$ cat config.mk
export PLATFORM = sky130hd
export DESIGN_NAME = motor_feedback_tracker
export DESIGN_NICKNAME = d
export VERILOG_FILES = /design/src/sv/mft_pkg.sv /design/src/sv/motor_feedback_tracker.sv /design/src/sv/mft_lane.sv
export SDC_FILE = /design/constraint.sdc
export NUM_CORES = 2
export LEC_CHECK = 0
export ABC_CLOCK_PERIOD_IN_PS = 9550
export BUFFER_PORTS_ARGS = -buffer_cell sky130_fd_sc_hd__buf_2
export CORE_MARGIN = 2
export CORE_UTILIZATION = 35
export DETAILED_ROUTE_END_ITERATION = 10
export GPL_ROUTABILITY_DRIVEN = 0
export SYNTH_ARGS = -nofsm -noshare
export SYNTH_HDL_FRONTEND = slang
export SYNTH_SLANG_ARGS = --single-unit
$ cat constraint.sdc
create_clock -name i_clk -period 9.55 [get_ports i_clk]
set_input_delay 0.955 -clock i_clk [delete_from_list [all_inputs] [get_ports i_clk]]
set_output_delay 0.955 -clock i_clk [all_outputs]
set_load 0.02 [all_outputs]
$ cat src/sv/mft_pkg.sv
// Shared types and constants for the motor feedback tracker.
`timescale 1ns / 1ps

package mft_pkg;

    // Configuration register indexes.
    localparam logic [1:0] REG_OFFLINE_LIMIT = 2'd0;
    localparam logic [1:0] REG_COUNT_MASK    = 2'd1;

    // Operation codes carried by an input transaction.
    localparam logic OP_FRAME = 1'b0;
    localparam logic OP_TICK  = 1'b1;

    // Reset values of the configuration registers and the silence counters.
    localparam logic [15:0] RESET_OFFLINE_LIMIT = 16'd50;
    localparam logic [15:0] RESET_COUNT_MASK    = 16'hFFFF;
    localparam logic [15:0] RESET_SILENCE       = 16'd51;

    // Encoder unwrap thresholds: half a turn and a full turn in counts.
    localparam logic signed [16:0] HALF_TURN = 17'sd4095;
    localparam logic signed [16:0] FULL_TURN = 17'sd8191;

    // Per-lane command from the shared control to one motor lane.
    typedef struct packed {
        logic update;  // the transaction in the input register retires this cycle
        logic frame;   // feedback frame addressed to this lane
        logic tick;    // heartbeat tick for all lanes
    } t_lane_cmd;

endpackage

$ cat src/sv/motor_feedback_tracker.sv
// Top level of the motor feedback tracker: input register, motor lanes and result register.
`timescale 1ns / 1ps

// The tracker keeps one lane of state per motor: the last raw angle, a 32-bit
// multi-turn angle sum, a seeded flag, a silence counter and an offline flag.
// A feedback frame transaction (op = 0) unpacks the seven raw bytes, unwraps
// the angle of the addressed motor into its sum and clears that motor's
// silence counter; a frame for an index at or above NUM_MOTORS only echoes the
// unpacked fields with a zero sum. A heartbeat tick transaction (op = 1)
// advances every silence counter at once and re-evaluates every offline flag
// against offline_limit; its result carries zeros in all per-frame fields.
// Every input transaction yields exactly one result transaction carrying the
// offline mask of the first sixteen motors and the number of those offline
// motors selected by count_mask. The block takes one transaction per clock
// cycle unless o_in_stall holds it off. An accepted transaction waits in the
// input register, where the lanes compute their next state, and its result is
// then captured in the result register and presented from there. The result
// register lets a new transaction enter while the previous result is still
// stalled; the input side stalls only when both registers are full and the
// result is stalled. Configuration writes (index 0 offline_limit, index 1
// count_mask, other indexes ignored) are to be issued only while the block is
// idle; a new offline_limit takes effect at the next tick.
module motor_feedback_tracker
    import mft_pkg::*;
#(
    parameter int NUM_MOTORS = 16
) (
    input  logic               i_clk,
    input  logic               i_rst_n,

    input  logic               i_cfg_we,
    input  logic [1:0]         i_cfg_index,
    input  logic [15:0]        i_cfg_data,

    input  logic               i_in_valid,
    output logic               o_in_stall,
    input  logic               i_op,
    input  logic [3:0]         i_motor_index,
    input  logic [7:0]         i_byte0,
    input  logic [7:0]         i_byte1,
    input  logic [7:0]         i_byte2,
    input  logic [7:0]         i_byte3,
    input  logic [7:0]         i_byte4,
    input  logic [7:0]         i_byte5,
    input  logic [7:0]         i_byte6,

    output logic               o_out_valid,
    input  logic               i_out_stall,
    output logic [3:0]         o_out_motor,
    output logic [15:0]        o_angle_raw,
    output logic signed [15:0] o_speed,
    output logic signed [15:0] o_current,
    output logic [7:0]         o_temperature,
    output logic signed [31:0] o_angle_total,
    output logic [15:0]        o_offline_flags,
    output logic [4:0]         o_offline_total
);

    // Configuration registers.
    logic [15:0] r_offline_limit;
    logic [15:0] r_count_mask;

    always_ff @(posedge i_clk) begin
        if (!i_rst_n) begin
            r_offline_limit <= RESET_OFFLINE_LIMIT;
            r_count_mask    <= RESET_COUNT_MASK;
        end else if (i_cfg_we) begin
            case (i_cfg_index)
                REG_OFFLINE_LIMIT: r_offline_limit <= i_cfg_data;
                REG_COUNT_MASK:    r_count_mask    <= i_cfg_data;
                default:           ;
            endcase
        end
    end

    // Input register. It advances whenever the result register is free or
    // is being emptied in this cycle.
    logic        r_in_valid;
    logic        r_op;
    logic [3:0]  r_motor_index;
    logic [15:0] r_angle;
    logic [15:0] r_speed;
    logic [15:0] r_current;
    logic [7:0]  r_temp;

    logic r_out_valid;
    logic advance;
    logic in_accept;

    assign advance    = r_in_valid && (!r_out_valid || !i_out_stall);
    assign o_in_stall = r_in_valid && !advance;
    assign in_accept  = i_in_valid && !o_in_stall;

    always_ff @(posedge i_clk) begin
        if (!i_rst_n) begin
            r_in_valid <= 1'b0;
        end else if (in_accept) begin
            r_in_valid <= 1'b1;
        end else if (advance) begin
            r_in_valid <= 1'b0;
        end
    end

    always_ff @(posedge i_clk) begin
        if (in_accept) begin
            r_op          <= i_op;
            r_motor_index <= i_motor_index;
            r_angle       <= {i_byte0, i_byte1};
            r_speed       <= {i_byte2, i_byte3};
            r_current     <= {i_byte4, i_byte5};
            r_temp        <= i_byte6;
        end
    end

    // Motor lanes. Each lane decodes its own hit; the sum of the addressed
    // lane is picked by an AND-OR over the one-hot hits.
    logic               is_frame;
    logic               is_tick;
    logic [NUM_MOTORS-1:0] lane_hit;
    logic [NUM_MOTORS-1:0] lane_offline;
    logic signed [31:0]    lane_sum [NUM_MOTORS];

    assign is_frame = (r_op == OP_FRAME);
    assign is_tick  = (r_op == OP_TICK);

    for (genvar g = 0; g < NUM_MOTORS; g++) begin : g_lane
        t_lane_cmd cmd;

        assign lane_hit[g] = is_frame && ({2'b00, r_motor_index} == 6'(g));
        assign cmd.update  = advance;
        assign cmd.frame   = lane_hit[g];
        assign cmd.tick    = is_tick;

        mft_lane u_lane (
            .i_clk           (i_clk),
            .i_rst_n         (i_rst_n),
            .i_cmd           (cmd),
            .i_angle         (r_angle),
            .i_offline_limit (r_offline_limit),
            .o_sum_next      (lane_sum[g]),
            .o_offline_next  (lane_offline[g])
        );
    end

    logic signed [31:0] sel_sum;

    always_comb begin
        sel_sum = '0;
        for (int i = 0; i < NUM_MOTORS; i++) begin
            sel_sum = sel_sum | (lane_hit[i] ? lane_sum[i] : 32'sd0);
        end
    end

    // Only the first sixteen motors are reported in the mask.
    logic [15:0] flags;

    for (genvar f = 0; f < 16; f++) begin : g_flag
        if (f < NUM_MOTORS) begin : g_used
            assign flags[f] = lane_offline[f];
        end else begin : g_unused
            assign flags[f] = 1'b0;
        end
    end

    logic [15:0] counted;
    logic [4:0]  total;

    assign counted = flags & r_count_mask;

    always_comb begin
        total = '0;
        for (int i = 0; i < 16; i++) begin
            total = total + 5'(counted[i]);
        end
    end

    // Result register.
    always_ff @(posedge i_clk) begin
        if (!i_rst_n) begin
            r_out_valid <= 1'b0;
        end else if (advance) begin
            r_out_valid <= 1'b1;
        end else if (!i_out_stall) begin
            r_out_valid <= 1'b0;
        end
    end

    always_ff @(posedge i_clk) begin
        if (advance) begin
            o_out_motor     <= is_frame ? r_motor_index : '0;
            o_angle_raw     <= is_frame ? r_angle : '0;
            o_speed         <= is_frame ? r_speed : '0;
            o_current       <= is_frame ? r_current : '0;
            o_temperature   <= is_frame ? r_temp : '0;
            o_angle_total   <= sel_sum;
            o_offline_flags <= flags;
            o_offline_total <= total;
        end
    end

    assign o_out_valid = r_out_valid;

endmodule

$ cat src/sv/mft_lane.sv
// State of one motor: angle unwrap, multi-turn sum, silence counter and offline flag.
`timescale 1ns / 1ps

module mft_lane
    import mft_pkg::*;
(
    input  logic               i_clk,
    input  logic               i_rst_n,
    input  t_lane_cmd          i_cmd,
    input  logic [15:0]        i_angle,
    input  logic [15:0]        i_offline_limit,
    output logic signed [31:0] o_sum_next,
    output logic               o_offline_next
);

    logic [15:0]        r_prev;
    logic signed [31:0] r_sum;
    logic               r_seen;
    logic [15:0]        r_count;
    logic               r_offline;

    logic [15:0]        n_count;
    logic [15:0]        prev_eff;
    logic signed [31:0] sum_base;
    logic signed [16:0] diff;
    logic signed [16:0] step;
    logic [16:0]        count_inc;

    // The first frame seeds the previous angle and restarts the sum.
    assign prev_eff = r_seen ? r_prev : i_angle;
    assign sum_base = r_seen ? r_sum : 32'sd0;
    assign diff     = 17'(signed'(i_angle - prev_eff));

    always_comb begin
        if (diff > HALF_TURN) begin
            step = diff - FULL_TURN;
        end else if (diff < -HALF_TURN) begin
            step = diff + FULL_TURN;
        end else begin
            step = diff;
        end
    end

    assign o_sum_next = sum_base + 32'(step);

    assign count_inc = {1'b0, r_count} + 17'd1;

    always_comb begin
        n_count        = r_count;
        o_offline_next = r_offline;
        if (i_cmd.tick) begin
            if (count_inc > {1'b0, i_offline_limit}) begin
                n_count        = i_offline_limit;
                o_offline_next = 1'b1;
            end else begin
                n_count        = count_inc[15:0];
                o_offline_next = 1'b0;
            end
        end else if (i_cmd.frame) begin
            n_count = '0;
        end
    end

    always_ff @(posedge i_clk) begin
        if (!i_rst_n) begin
            r_seen    <= 1'b0;
            r_count   <= RESET_SILENCE;
            r_offline <= 1'b1;
        end else if (i_cmd.update) begin
            r_count   <= n_count;
            r_offline <= o_offline_next;
            if (i_cmd.frame) begin
                r_seen <= 1'b1;
            end
        end
    end

    always_ff @(posedge i_clk) begin
        if (i_cmd.update && i_cmd.frame) begin
            r_prev <= i_angle;
            r_sum  <= o_sum_next;
        end
    end

endmodule

==> qor.csv <==
stage,metric,value,unit
sta,setup_tns,0,ns
die,die width,558,um
global_routing,GRT Total Usage,22.6,%
drt,routed vias,93100,
drt,vias per cell,5.71,
synthesis,Post-Synthesis Cells,11900,
final_layout,final core utilization,39.2,%
final_layout,"most common cell after layout, fill and taps aside",ha_1,
sta,hold_ws,0.283,ns
worst_setup_path,"CP delay by family, top",compound AO/OA/AOI/OAI gates,
drt,DRT iter0 DRCs,8673,
hold_path,min-delay src,i_byte6[1],
drt,TritonRoute pass-1 iters,8,
outcome,status,finished clean,
worst_setup_path,worst reg-to-reg path cell count,31,
worst_setup_path,crit-path max FO,15,
placed_design,Final HPWL DP,269000,um
final_layout,sequential cell area,34800,um^2
final_layout,post-route cell area,120000,um^2
power,total power,20.8,mW
worst_setup_path,R2R setup slack,0.40,ns
drt,DRC viols,0,
sta,worst setup margin,0.403,ns
sta,Fmax,109,MHz
clocking,CTS tree,yes,
job,MaxCap Viol Count,0,
final_layout,share of cells above drive strength 1,6.90,%
worst_setup_path,Worst Path Arrival,9.74,ns
drt,final antenna-violating net count,0,
final_layout,Filler cells,30800,
worst_setup_path,Worst Setup SP,r_angle[0],
worst_setup_path,reg-to-reg startpoint,r_angle[0],
synthesis,"FFs w/ async S/R, synth",0,%
clocking,clk slew on worst S/H paths,0.06,ns
die,die height,558,um
synthesis,dominant synthesized flop cell,edfxtp_1,
global_routing,initial antenna violation count,31,
final_layout,area of the multi-input gates,70100,um^2
die,row count,203,
drt,WL/cell,22.4,um
worst_setup_path,Setup crit end kind,register,
worst_setup_path,r2r endpoint,o_angle_total[30],
global_routing,largest net degree at the start of global routing,95,
global_routing,first-pass GRT wire length,542000,um
clocking,CTS Sinks,1264,
worst_setup_path,Crit Path Class,register to register,
synthesis,YS warnings,0,
final_layout,Final Instance Count excl. Fillers,16300,
global_routing,vias in the first global route,86300,
sta,Tcrit/Tclk final,95.8,%
sta,worst-margin pin slew,1.18,ns
placed_design,instance area at placement,114000,um^2
worst_setup_path,"Slowest-stage cell, CP",or4_4,
sta,Final setup viols,0,
synthesis,syn_nets,13100,
die,initial core utilization,35.1,%
final_layout,nets,13200,
clocking,Max Buffers Root-to-Sink,4,
power,VDD IR max,0.000342,V
clocking,H-tree depth,4,
clocking,CTS root buffer,clkbuf_16,
synthesis,synth unique cells,101,
power,Pleak,47.8,nW
sta,Hold Fails Final Rpt,0,
hold_path,hold depth,1,
hold_path,Min-Delay Endpoint,r_temp[1],
synthesis,sequential-to-total area share from yosys stat,32.4,%
sta,crit path time final,9.15,ns
placed_design,Cells after DPL,16000,
worst_setup_path,"slowest stage delay, CP",0.54,ns
worst_setup_path,WP buf/inv,4,
clocking,clock latency on the worst-skew pair,0.88,ns
die,die area,311000,um^2
synthesis,Syn Area/Cell,9.01,um^2
die,IO Pins,199,
sta,unrepaired setup endpoints after global routing,no,
drt,"wirelength, routed",365000,um
sta,relative slew slack,21.6,%
clocking,TritonCTS Buffers,166,
power,Cell Pwr Density,174,nW/um^2
sta,"Slew Viols, Final",0,
final_layout,most frequent cells in the layout,"ha_1, nand2_1, edfxtp_1",
synthesis,"Cell Area, Synth",107000,um^2
synthesis,Synth Register Bits,1264,
worst_setup_path,worst path required time,10.14,ns
placed_design,PortBufs,198,
synthesis,Post-synth EDFFs,942,
final_layout,synthesis-to-layout area growth,11.5,%
die,Core Footprint,305000,um^2
placed_design,Placement Setup Slack,0.438,ns
sta,Worst Skew,0.0867,ns
worst_setup_path,CP Launch Type,register,
hold_path,Hold Crit Class,input port to register,
global_routing,total grt overflow,0,
[synthesized netlist by cell type (all sizes together), types with 369 or more instances]
library cell,number,area share [%]
ha,1047,12
nand2,996,3.5
edfxtp,942,26
a21oi,785,3.7
nor2,748,2.6
o21ai,716,3.3
xnor2,695,5.7
and2,619,3.6
mux2i,432,4.0
nand3,389,1.8
xor2,388,3.2
clkbuf,369,1.3
[worst register-to-register path: cells and delay by family, from the launching register on]
family	cells	cell delay [ns]
muxes	1	0.44
and+or+nand+nor	9	2.20
DFF	1	0.40
buffers and inverters	4	0.91
xor gates and xnor gates	2	0.41
adders and majority gates	4	1.29
AOI/OAI and AO/OA	11	3.22
[layer usage]
layer  global-route usage, %  part of all wire [%]  routed length [um]  vias up
met5                       0                 0.016                  57        -
met4                    11.0                   5.4               19700        8
met3                    3.42                   7.1               25700      675
met2                    35.9                    44              161000     3100
met1                    30.0                    43              158000    44600
li1                        -                     -                   -    44700
[what timing repair did]
action,CTS,global route
hold endpoints to repair,0,0
endpoints found under the setup margin,0,12
resized for setup,0,13
hold buffers,0,0
setup buffers,0,0
[flip-flops by register name, summed over array words and instances, names as in the netlist, 5 cells and up]
| signal | count |
|---|---|
| r_temp | 8 |
| g_lane.u_lane.r_seen | 16 |
| o_angle_raw | 16 |
| r_speed | 16 |
| o_offline_total | 5 |
| g_lane.u_lane.r_prev | 256 |
| o_current | 16 |
| r_angle | 16 |
| o_angle_total | 32 |
| g_lane.u_lane.r_sum | 512 |
| r_current | 16 |
| o_speed | 16 |
| r_count_mask | 16 |
| o_temperature | 8 |
| g_lane.u_lane.r_count | 256 |
| o_offline_flags | 16 |
| r_offline_limit | 16 |
| g_lane.u_lane.r_offline | 16 |
[kinds of logic after synthesis]
kind of cell	Yosys count	synth area share (%)
XOR/XNOR	1087	8.94
AO/OA/AOI/OAI	3287	20.2
AND/OR/NAND/NOR	3978	18.8
flip-flops	1264	32.4
buffers and inverters	763	2.68
adder cells (fa/ha/maj)	1089	13.0
multiplexers	436	4.07
[worst max path at each step]
stage               cells after the start                end
finish                                 31  o_angle_total[30]
floorplan                              31  o_angle_total[24]
detailed placement                     31  o_angle_total[31]
global route                           32  o_angle_total[18]
global placement                       29  o_angle_total[25]
CTS                                    31  o_angle_total[31]
[area by class of cell]
class	instances	share of cell area (%)
multi-input cells	9877	58.6
flip-flops and latches	1264	29.1
well taps	4100	4.29
clock buffers	220	3.81
repair buffers	412	2.34
inverters	335	1.06
clock inverters	81	0.805
diodes	19	0.0398
[power breakdown]
part	switching, mW	internal [mW]
logic	5.21	2.71
registers	0.0856	6.25
clock network	2.70	3.83
total	8.00	12.8
No activity file was read; power rests on OpenSTA's default activity.
